<file path="src/rtl/core/lprt_pkg.sv">
// Shared types and codes of the longest-prefix route table.
package lprt_pkg;

    // Request codes carried in the input tuser
    typedef enum logic [1:0] {
        REQ_INSERT = 2'd0,
        REQ_DELETE = 2'd1,
        REQ_LOOKUP = 2'd2
    } t_req_kind;

    // Result codes carried in the output tuser
    typedef enum logic [1:0] {
        ST_OK   = 2'd0,
        ST_MISS = 2'd1,
        ST_FULL = 2'd2
    } t_status;

    // One stored route
    typedef struct packed {
        logic [31:0] net;
        logic [31:0] mask;
        logic [31:0] hop;
        logic [3:0]  port;
    } t_entry;

    // Request held for the whole pass and broadcast to every cell
    typedef struct packed {
        t_req_kind   kind;
        logic        full;
        logic [31:0] addr;
        logic [31:0] mask;
        logic [31:0] hop;
        logic [3:0]  port;
    } t_req;

    // Word handed from cell to cell: flag means placed (insert),
    // hole open (delete) or hit (lookup); entry is the carried route
    typedef struct packed {
        logic   flag;
        t_entry entry;
    } t_token;

endpackage

</file>
<file path="src/rtl/core/lprt_cell.sv">
// One route slot of the table chain with its token stage.
module lprt_cell #(
    parameter int IDX = 0,
    parameter int CW  = 6
) (
    input  logic              i_clk,
    input  logic              i_rst_n,
    input  lprt_pkg::t_req    i_req,
    input  logic [CW-1:0]     i_count,
    input  logic              i_tok_v,
    input  lprt_pkg::t_token  i_tok,
    input  logic              i_pull,
    input  lprt_pkg::t_entry  i_next,
    output logic              o_tok_v,
    output lprt_pkg::t_token  o_tok,
    output lprt_pkg::t_entry  o_entry
);
    import lprt_pkg::*;

    localparam logic [CW-1:0] MY_IDX = CW'(IDX);

    t_entry r_entry;
    t_entry n_entry;
    t_token r_tok;
    t_token n_tok;
    logic   r_tok_v;
    logic   here;
    t_entry new_entry;

    assign here = MY_IDX < i_count;
    assign new_entry = '{net: i_req.addr, mask: i_req.mask, hop: i_req.hop, port: i_req.port};

    // Work the passing word against the stored route
    always_comb begin
        n_entry = r_entry;
        n_tok   = i_tok;
        if (i_tok_v) begin
            case (i_req.kind)
                REQ_INSERT: begin
                    if (!i_req.full) begin
                        if (!i_tok.flag && (MY_IDX == i_count ||
                                (here && r_entry.mask <= i_req.mask))) begin
                            n_entry       = new_entry;
                            n_tok.flag    = 1'b1;
                            n_tok.entry   = r_entry;
                        end else if (i_tok.flag && MY_IDX <= i_count) begin
                            n_entry       = i_tok.entry;
                            n_tok.entry   = r_entry;
                        end
                    end
                end
                REQ_DELETE: begin
                    if (here && !i_tok.flag && r_entry.net == i_req.addr &&
                            r_entry.mask == i_req.mask) begin
                        n_tok.flag = 1'b1;
                    end
                end
                REQ_LOOKUP: begin
                    if (here && !i_tok.flag &&
                            (r_entry.mask & i_req.addr) == r_entry.net) begin
                        n_tok.flag  = 1'b1;
                        n_tok.entry = r_entry;
                    end
                end
                default: ;
            endcase
        end
        // Close the hole left by a delete: take the neighbor's route
        if (i_pull) begin
            n_entry = i_next;
        end
    end

    // Hold the route, advance the word
    always_ff @(posedge i_clk) begin
        r_entry <= n_entry;
        r_tok   <= n_tok;
        if (!i_rst_n) begin
            r_tok_v <= 1'b0;
        end else begin
            r_tok_v <= i_tok_v;
        end
    end

    assign o_tok_v = r_tok_v;
    assign o_tok   = r_tok;
    assign o_entry = r_entry;

endmodule

</file>
<file path="config.mk">
export PLATFORM = sky130hd
export DESIGN_NAME = lprt_cell
export DESIGN_NICKNAME = d
export VERILOG_FILES = /design/src/rtl/core/lprt_pkg.sv /design/src/rtl/core/lprt_cell.sv
export SDC_FILE = /design/constraint.sdc
export NUM_CORES = 1
export LEC_CHECK = 0
export BUFFER_PORTS_ARGS = -buffer_cell sky130_fd_sc_hd__buf_2
export CAP_MARGIN = 20
export CORE_AREA = 2 2 202 204
export DETAILED_ROUTE_END_ITERATION = 10
export DIE_AREA = 0 0 204 206
export GPL_TIMING_DRIVEN = 0
export PLACE_DENSITY = 0.56
export SYNTH_ARGS = -nofsm -noshare
export SYNTH_HDL_FRONTEND = slang
export SYNTH_SLANG_ARGS = --single-unit
</file>
<file path="constraint.sdc">
create_clock -name i_clk -period 11.38 [get_ports i_clk]
set_input_delay 1.707 -clock i_clk [delete_from_list [all_inputs] [get_ports i_clk]]
set_output_delay 1.707 -clock i_clk [all_outputs]
set_load 0.01 [all_outputs]
</file>
**Word-level counts from Yosys, hierarchy flattened**

Index checks and enable logic that the tools add are counted.

- Bits in read-only memories: 0
- Output and inout port bits: 202
- Bits in writable memories: 0
- Word-level logic and storage cells: 50
- Latch bits: 0
- Memories: 0
- Bits in registers: 202
- Input port bits: 314

- Divide/modulo/power cells: 0
- Mux-type cells: 15
- Reduce and logical (&&, ||, !) cells: 15
- Add/subtract/negate cells: 0
- Equal/unequal tests: 6
- Bitwise gates (word level): 1
- Shifts and indexed selects: 0
- Multiply operators: 0
- Order comparisons: 3

Operator list:

| cell | number |
|---|---|
| $mux 100 | 8 |
| $mux 101 | 3 |
| $pmux 100 s2 | 1 |
| $eq 32x32->1 | 3 |
| $and 32x32->32 | 1 |
| $le 32x32->1 | 1 |
| $logic_and 1x1->1 | 7 |
| $le 1x6->1 const A | 1 |
| $logic_not 6->1 | 1 |
| $lt 1x6->1 const A | 1 |
| $reduce_and 4->1 | 1 |
| $reduce_bool 2->1 | 2 |
| $pmux 1 s3 | 1 |
| $reduce_bool 3->1 | 1 |
| $eq 2x1->1 const B | 1 |
| $eq 2x2->1 const B | 1 |
| $logic_not 2->1 | 1 |
| $mux 1 | 2 |
| $ne 2x1->1 const B | 1 |
| $logic_not 1->1 | 1 |
| $logic_or 1x1->1 | 1 |

**Longest topological paths before layout**

Gate-level depths: netlist (run 1).

- Depth after elaboration: 9
- Depth in mapped cells: 12
- Depth with buffers taken out: 9

**Worst setup path after synthesis (run 1)**

Ideal clock, no wire load.

- Path kind: in2reg
- From: input port i_req[67] (netlist bit)
- To: register r_entry (netlist bit o_entry[0]) (enable)
- Buffers on the path: 2
- Data arrival time: 8.015 ns
- Setup slack: 2.786 ns
- Data required time: 10.801 ns
- Setup time: 0.579 ns
- Stages on the path: 10
- Path through: inv_1 > ha_1 > nand4_1 > nor4_1 > and2_1 > nor2_1 > a21o_1 > clkbuf_1 > buf_1 > o21bai_1

- Word-level cells in the longest chain between the ends: 6

RTL lines:

| element | line | source |
|---|---|---|
| start: declaration | lprt_cell.sv:8 | `input lprt_pkg::t_req i_req,` |
| $le 32x32->1 | lprt_cell.sv:42 | `(here && r_entry.mask <= i_req.mask))) begin` |
| $logic_and 1x1->1 | lprt_cell.sv:42 |  |
| $logic_or 1x1->1 | lprt_cell.sv:41 | `if (!i_tok.flag && (MY_IDX == i_count \|\|` |
| $logic_and 1x1->1 | lprt_cell.sv:41 |  |
| $reduce_bool 3->1 (no source line) | -- |  |
| $reduce_and 4->1 (no source line) | -- |  |
| end signal: assignment | lprt_cell.sv:76 | `r_entry <= n_entry;` |
| end: declaration | lprt_cell.sv:22 | `t_entry r_entry;` |

Every way passes these cells.
A chain may end at the register's enable or synchronous reset.

==> impl_metrics.py, run 1 <==
metrics = {
    "cells_and_area": {
        "fillCellCount": 4143,
        "area_delta_synth_final_pct": 32.2,
        "nets": 2260,
        "drive_gt1_share_pct": 32.1,
        "final_util_pct": 43.0,
    },
    "sta": {
        "rsz0062_at_grt": "false",
        "slew_viol_final": 0,
        "finClkSkew_ps": 14.9,
        "hold_violations": 0,
        "fin_crit_sh_pct": 48.0,
        "tightest_slew_ps": 1160,
        "relSlewSlack_pct": 22.8,
        "setup_viol": 0,
        "min_period_ps": 5470,
        "fmax_ghz": 0.183,
    },
    "floorplan": {
        "die_w_um": 204,
        "die-area_um2": 42000,
        "core.rowCount": 74,
        "start_util_pct": 32.5,
        "die_y_um": 206,
        "fp.coreArea_um2": 40200,
        "ios": 516,
    },
    "setup_path": {
        "path_cells": "buf_2, inv_1, ha_1, nand4_1, nor4_1, and2_1, a21oi_1, o21ai_0, clkbuf_1, buf_1, mux2i_1, nand2_1",
        "critPathArrivalTime_ps": 5760,
        "crit_fanout": 10,
        "critPathRequiredTime_ps": 11670,
        "end_kind": "flop",
        "critPathTopFamily": "buffers and inverters",
        "critPathLaunch": "i_req[66]",
        "crit_type": "in2reg",
        "max_stage_delay_ps": 810,
        "crit_slowest_cell": "buf_1",
        "worst-path-buf-inv": 4,
        "reg2reg_from": "o_entry[66]",
        "start_kind": "input port",
    },
    "power": {
        "p_per_area_nw_per_um2": 134,
        "leakagePower_nw": 7.69,
        "peakVddDrop_mv": 0.109,
        "finalPower_mw": 2.31,
    },
    "clocking": {
        "clockBufferDepth": 3,
        "cts-hold-fix-buffers": 0,
        "root_buffer": "clkbuf_16",
        "cts.clk_slew.worst_paths_ps": 60,
        "htreeDepth": 1,
        "cts.repair.resized": 0,
        "cts_tree": "built",
        "cts.sinks": 202,
        "clock_latency_ps": 550,
        "cts_setup_buffers": 0,
        "numCtsBuffers": 25,
    },
    "global_route": {
        "grt_pass1_vias": 13500,
        "antenna_found_initial": 6,
        "grt_max_degree": 24,
        "grt_overflow": 0,
        "grt_usage_pct": 28.8,
        "grt_pass1_wl_um": 89100,
    },
    "drt": {
        "drtAntennaViolNets": 0,
        "totalWireLength_um": 63900,
        "wl_per_cell_um": 25.9,
        "drt_iter0_drc": 1003,
        "dr.pass1.iters": 7,
        "num_vias": 13800,
        "routed_via_density": 5.59,
        "drc": 0,
    },
    "synth": {
        "netlist_instances": 1366,
        "synthDistinctLibCells": 49,
        "yosys_warnings": 0,
        "synth_edf_count": 100,
        "async_flop_share_pct": 0,
        "ys_seq_area_share_pct": 38.6,
        "synth_flop_cell": "dfxtp_1",
        "synth-seq-cells": 202,
        "syn_nets": 1712,
        "synth_area_per_cell_um2": 9.57,
        "netlist_area_um2": 13100,
    },
    "placed_design": {
        "numPortBuffers": 513,
        "globalplace.congestion": 0.922,
        "dp_hpwl_um": 49000,
    },
    "worst_hold_path": {
        "worstHoldStart": "o_entry[2]",
        "hold_path_class": "reg2reg",
    },
    "flow_run": {
        "maxCapViolations": 0,
    },
    "status": {
        "status": "completed",
    },
}
layer usage:
metal | routed length (µm) | global-route usage [%] | up-vias
met5 | 27 | 0 | -
met4 | 2180 | 10.1 | 4
met3 | 5220 | 5.05 | 117
met2 | 30900 | 50.8 | 739
met1 | 25600 | 35.3 | 6666
li1 | - | - | 6260
power by group:
| part | switching (mW) | internal, mW |
|---|---|---|
| logic | 0.333 | 0.237 |
| registers | 0.0818 | 0.845 |
| clock network | 0.343 | 0.473 |
cell type report:
type,instances,area [µm²],area share [%]
antenna,3,7.51,0.0434
multi-input combinational,991,7350,42.5
timing repair buffer,521,2720,15.7
buffer,118,489,2.83
clock buffer,39,749,4.33
clock inverter,6,56.3,0.326
sequential,202,5040,29.2
tap,532,666,3.85
inverter,55,206,1.19
final timing paths:
check / to / slack [ps] / cells past startpoint
max: o_entry[12] / 5910 / 12
min: o_tok[2] / 500 / 1
max reg2reg: o_entry[12] / 6510 / 10
min reg2reg: o_tok[2] / 500 / 1
logic make-up after synthesis:
logic type | synth area share, %
compound gates | 19.4
xor+xnor | 2.41
fa+ha+maj | 3.06
buf+inv | 5.32
flops | 38.6
mux | 13.2
simple gates | 18.1
worst register-to-register path: cells and delay by family (launching register included):
family / cells / cell delay, ps
buffers and inverters: 2 / 1520
AND/OR/NAND/NOR: 4 / 1220
flip-flops: 1 / 610
AO/OA/AOI/OAI: 2 / 560
adder cells (fa/ha/maj): 1 / 410
multiplexers: 1 / 300
synthesized netlist by cell type, types with 2 or more instances:
cell type / number / share of area, %
nand2_1: 119 / 3.4
a22oi_1: 111 / 6.4
clkbuf_1: 105 / 3.0
nor2b_1: 105 / 5.0
dfxtp_1: 102 / 16
edfxtp_1: 100 / 23
mux2i_1: 99 / 7.6
o31ai_1: 70 / 4.0
nor3b_1: 69 / 4.0
inv_1: 55 / 1.6
mux2_1: 50 / 4.3
nand4_1: 46 / 2.2
a211oi_1: 38 / 2.2
a31oi_1: 38 / 1.8
xor2_1: 36 / 2.4
a21bo_2: 35 / 2.7
nor3_1: 34 / 1.3
ha_1: 32 / 3.1
a21oi_1: 17 / 0.65
mux2_2: 15 / 1.3
nor4_1: 12 / 0.57
nor2_1: 11 / 0.32
o21ai_0: 8 / 0.31
o22ai_1: 7 / 0.33
buf_1: 6 / 0.17
buf_6: 6 / 0.52
nand3_1: 5 / 0.19
and2_1: 3 / 0.14
and3_1: 3 / 0.14
or3_1: 3 / 0.14
or4_1: 3 / 0.17
a21boi_0: 2 / 0.11
a21o_1: 2 / 0.11
a222oi_1: 2 / 0.15
and3b_1: 2 / 0.13
nand2b_1: 2 / 0.096
sequential cells by signal (all words and copies together), names as in the netlist:
register and count:
o_entry 100, o_tok 101, o_tok_v 1
through the flow:
step / cell area, µm² / setup slack (ps) / cells / TNS, ps / hold WS [ps]
final: 17300 / 5910 / 2467 / 0 / 500
after global routing: 17300 / 5620 / 2466 / 0 / 526
after CTS: 17300 / 5890 / 2464 / 0 / 508
after detailed placement: 16500 / 5300 / 2419 / 0 / 488
after global placement: 16300 / -1850 / 2411 / -184530 / 487
after floorplan: 13100 / 2790 / 1366 / 0 / 552
cells in the final DEF (no fill, tap or decap), types with 7 or more instances in the layout:
master / netlist / routed
inv_1: 55 / 55
dfxtp_1: 102 / 102
nand4_1: 46 / 46
o22ai_1: 7 / 7
nor3_1: 34 / 34
mux2_2: 15 / 15
a21bo_2: 35 / 35
nor2_1: 11 / 11
nor3b_1: 69 / 69
a211oi_1: 38 / 38
clkbuf_16: 0 / 26
a31oi_1: 38 / 38
buf_2: 1 / 515
edfxtp_1: 100 / 100
nor4_1: 12 / 11
ha_1: 32 / 32
nor2b_1: 105 / 105
mux2_1: 50 / 50
a22oi_1: 111 / 111
nand2_1: 119 / 119
clkbuf_1: 105 / 113
o21ai_0: 8 / 8
o31ai_1: 70 / 70
mux2i_1: 99 / 99
a21oi_1: 17 / 17
xor2_1: 36 / 36
Power figures use the tool's default switching activity.
==> inputs of run 2 (changes only) <==
- ABC_AREA: default -> 1
- PLACE_DENSITY: 0.56 -> 0.61
- clock period: 11.38 -> 4.55 ns (I/O delays scaled with it)
==> run 2 against run 1 <==
Net effect:
- clock skew is 13 ps higher
- flip-flop and latch count stayed put
- final cell count is 35% higher
- critical path depth increased by 5
- via count increased by 27%
- synthesized cell count is 62% higher
- non-clock buffer count grew 32
- synthesized area increased by 9.0%
- sequential share of layout area down 2.3 points
- combinational power rose to 2.8 times the previous value
==> impl_metrics.py, run 2 <==
metrics = {
    "status": {
        "status": "completed",
    },
    "sta": {
        "min_period_ps": 4140,
        "tns_ps": 0,
        "fin_ws_ps": 406,
        "fin_crit_sh_pct": 91.1,
        "finClkSkew_ps": 27.9,
        "fin_hold_ws_ps": 316,
        "slew_viol_final": 0,
        "tightest_slew_ps": 914,
        "relSlewSlack_pct": 39.1,
        "fmax_ghz": 0.241,
        "rsz0062_at_grt": "false",
        "hold_violations": 0,
        "setup_viol": 0,
    },
    "drt": {
        "drt_iter0_drc": 1760,
        "wl_per_cell_um": 20.4,
        "dr.pass1.iters": 5,
        "num_vias": 17500,
        "routed_via_density": 5.26,
        "drtAntennaViolNets": 0,
        "drc": 0,
        "totalWireLength_um": 67600,
    },
    "cells_and_area": {
        "area_delta_synth_final_pct": 31.6,
        "largest_reg_flops": 101,
        "layout_common_cells": "nand2_1 (783), buf_2 (540), nand3_1 (244)",
        "fin_area_um2": 18800,
        "layout_commonest_cell": "nand2_1",
        "stdcell_count": 3324,
        "final_util_pct": 46.7,
        "drive_gt1_share_pct": 23.9,
        "nets": 3110,
    },
    "power": {
        "finalPower_mw": 6.02,
        "leakagePower_nw": 9.82,
        "peakVddDrop_mv": 0.277,
        "p_per_area_nw_per_um2": 321,
    },
    "worst_hold_path": {
        "hold_depth": 3,
        "hold_path_class": "in2reg",
        "hold_end": "o_tok[89]",
        "worstHoldStart": "i_tok[89]",
    },
    "clocking": {
        "cts_setup_buffers": 0,
        "cts.clk_slew.worst_paths_ps": 70,
        "cts-hold-fix-buffers": 0,
        "htreeDepth": 1,
        "root_buffer": "clkbuf_16",
        "cts.sinks": 202,
        "cts.repair.resized": 0,
        "cts_tree": "built",
        "numCtsBuffers": 26,
        "clock_latency_ps": 580,
        "clockBufferDepth": 3,
    },
    "placed_design": {
        "globalplace.congestion": 0.899,
        "dpl_worst_slack_ps": 128,
        "place_inst": 3268,
        "numPortBuffers": 514,
        "place_area_um2": 17800,
        "dp_hpwl_um": 52700,
    },
    "setup_path": {
        "start_kind": "flop",
        "reg2reg_from": "o_entry[47]",
        "rrSetupSlack_ps": 410,
        "reg2regPathDepth": 17,
        "rr_endpoint": "o_entry[25]",
        "critPathRequiredTime_ps": 4820,
        "crit_type": "reg2reg",
        "crit_fanout": 15,
        "end_kind": "flop",
        "critPathArrivalTime_ps": 4410,
    },
    "synth": {
        "synth_flop_cell": "dfxtp_1",
        "synth_area_leader_cell": "edfxtp_1",
        "netlist_instances": 2213,
        "async_flop_share_pct": 0,
        "yosysTopAreaCellShare_pct": 21.1,
        "yosys_warnings": 0,
        "synth-seq-cells": 202,
        "synthDistinctLibCells": 30,
        "synth_edf_count": 100,
        "ys_seq_area_share_pct": 35.4,
        "syn_nets": 2559,
        "synth_area_per_cell_um2": 6.44,
        "netlist_area_um2": 14200,
        "synth.area.top_cells": "edfxtp_1 (21%), nand2_1 (21%), dfxtp_1 (14%), nand3_1 (8.6%), o21ai_0 (7.1%)",
        "synth_top_cells_by_count": "nand2_1 (785), nand3_1 (246), inv_1 (234)",
        "yosysMostFrequentCell": "nand2_1",
    },
    "floorplan": {
        "die_w_um": 204,
        "die_y_um": 206,
        "start_util_pct": 35.5,
        "ios": 516,
        "fp.coreArea_um2": 40200,
        "core.rowCount": 74,
        "die-area_um2": 42000,
    },
    "global_route": {
        "grt_overflow": 0,
        "grt_pass1_wl_um": 98500,
        "antenna_found_initial": 10,
        "grt_pass1_vias": 16300,
        "grt_max_degree": 20,
        "grt_usage_pct": 30.9,
    },
    "flow_run": {
        "maxCapViolations": 0,
    },
}
[run 2: power breakdown]
part	leakage (nW)	internal, mW	switching (mW)
Sequential	1.85	2.11	0.166
Combinational	7.52	0.567	0.999
Clock	0.454	1.27	0.903
[run 2: how the worst max path moves through the flow]
stage,slack [ps],cells past startpoint,start,end
after global placement,-2850,15,i_req[47],o_entry[27]
final,410,17,o_entry[47],o_entry[25]
after global routing,230,17,o_entry[47],o_entry[25]
after CTS,360,17,o_entry[47],o_entry[25]
after floorplan,-380,14,i_req[47],o_entry[0]
after detailed placement,130,19,i_req[47],o_entry[27]
[run 2: per-layer routing]
metal / vias to the layer above / part of all wire, % / global-route usage [%]
li1: 8229 / - / -
met1: 8144 / 41 / 40.9
met2: 989 / 46 / 50.9
met3: 124 / 9.5 / 5.12
met4: 6 / 3.2 / 11.2
met5: - / 0.056 / 0
[run 2: logic make-up after synthesis]
group	count (synthesis)	synth area share, %
and+or+nand+nor	1175	33.4
buffers and inverters	399	11.0
AOI/OAI and AO/OA	348	13.9
DFF	202	35.4
xor gates and xnor gates	57	3.50
adders and majority gates	32	2.81
[run 2: critical path, stage by stage, from the launching register on]
cell	delay, ps
edfxtp_1	540
ha_4	330
nand2_1	40
inv_1	60
nand3_1	70
nor2_2	150
nand3_1	220
nor2_1	310
nor2_1	120
nand3_2	100
nand2_2	70
buf_6	160
clkbuf_8	180
o31ai_4	650
buf_8	240
buf_8	200
buf_16	190
buf_16	160
[run 2: layout make-up]
type                    instances  area, µm²
plain buffers                 148        636
repair buffers                523       2730
inverters                     251        962
clock buffers                  35        786
flip-flops and latches        202       5040
well taps                     532        666
fillers                      4245      21400
multi-input cells            1612       7800
diodes                          8       20.0
clock inverters                13        108
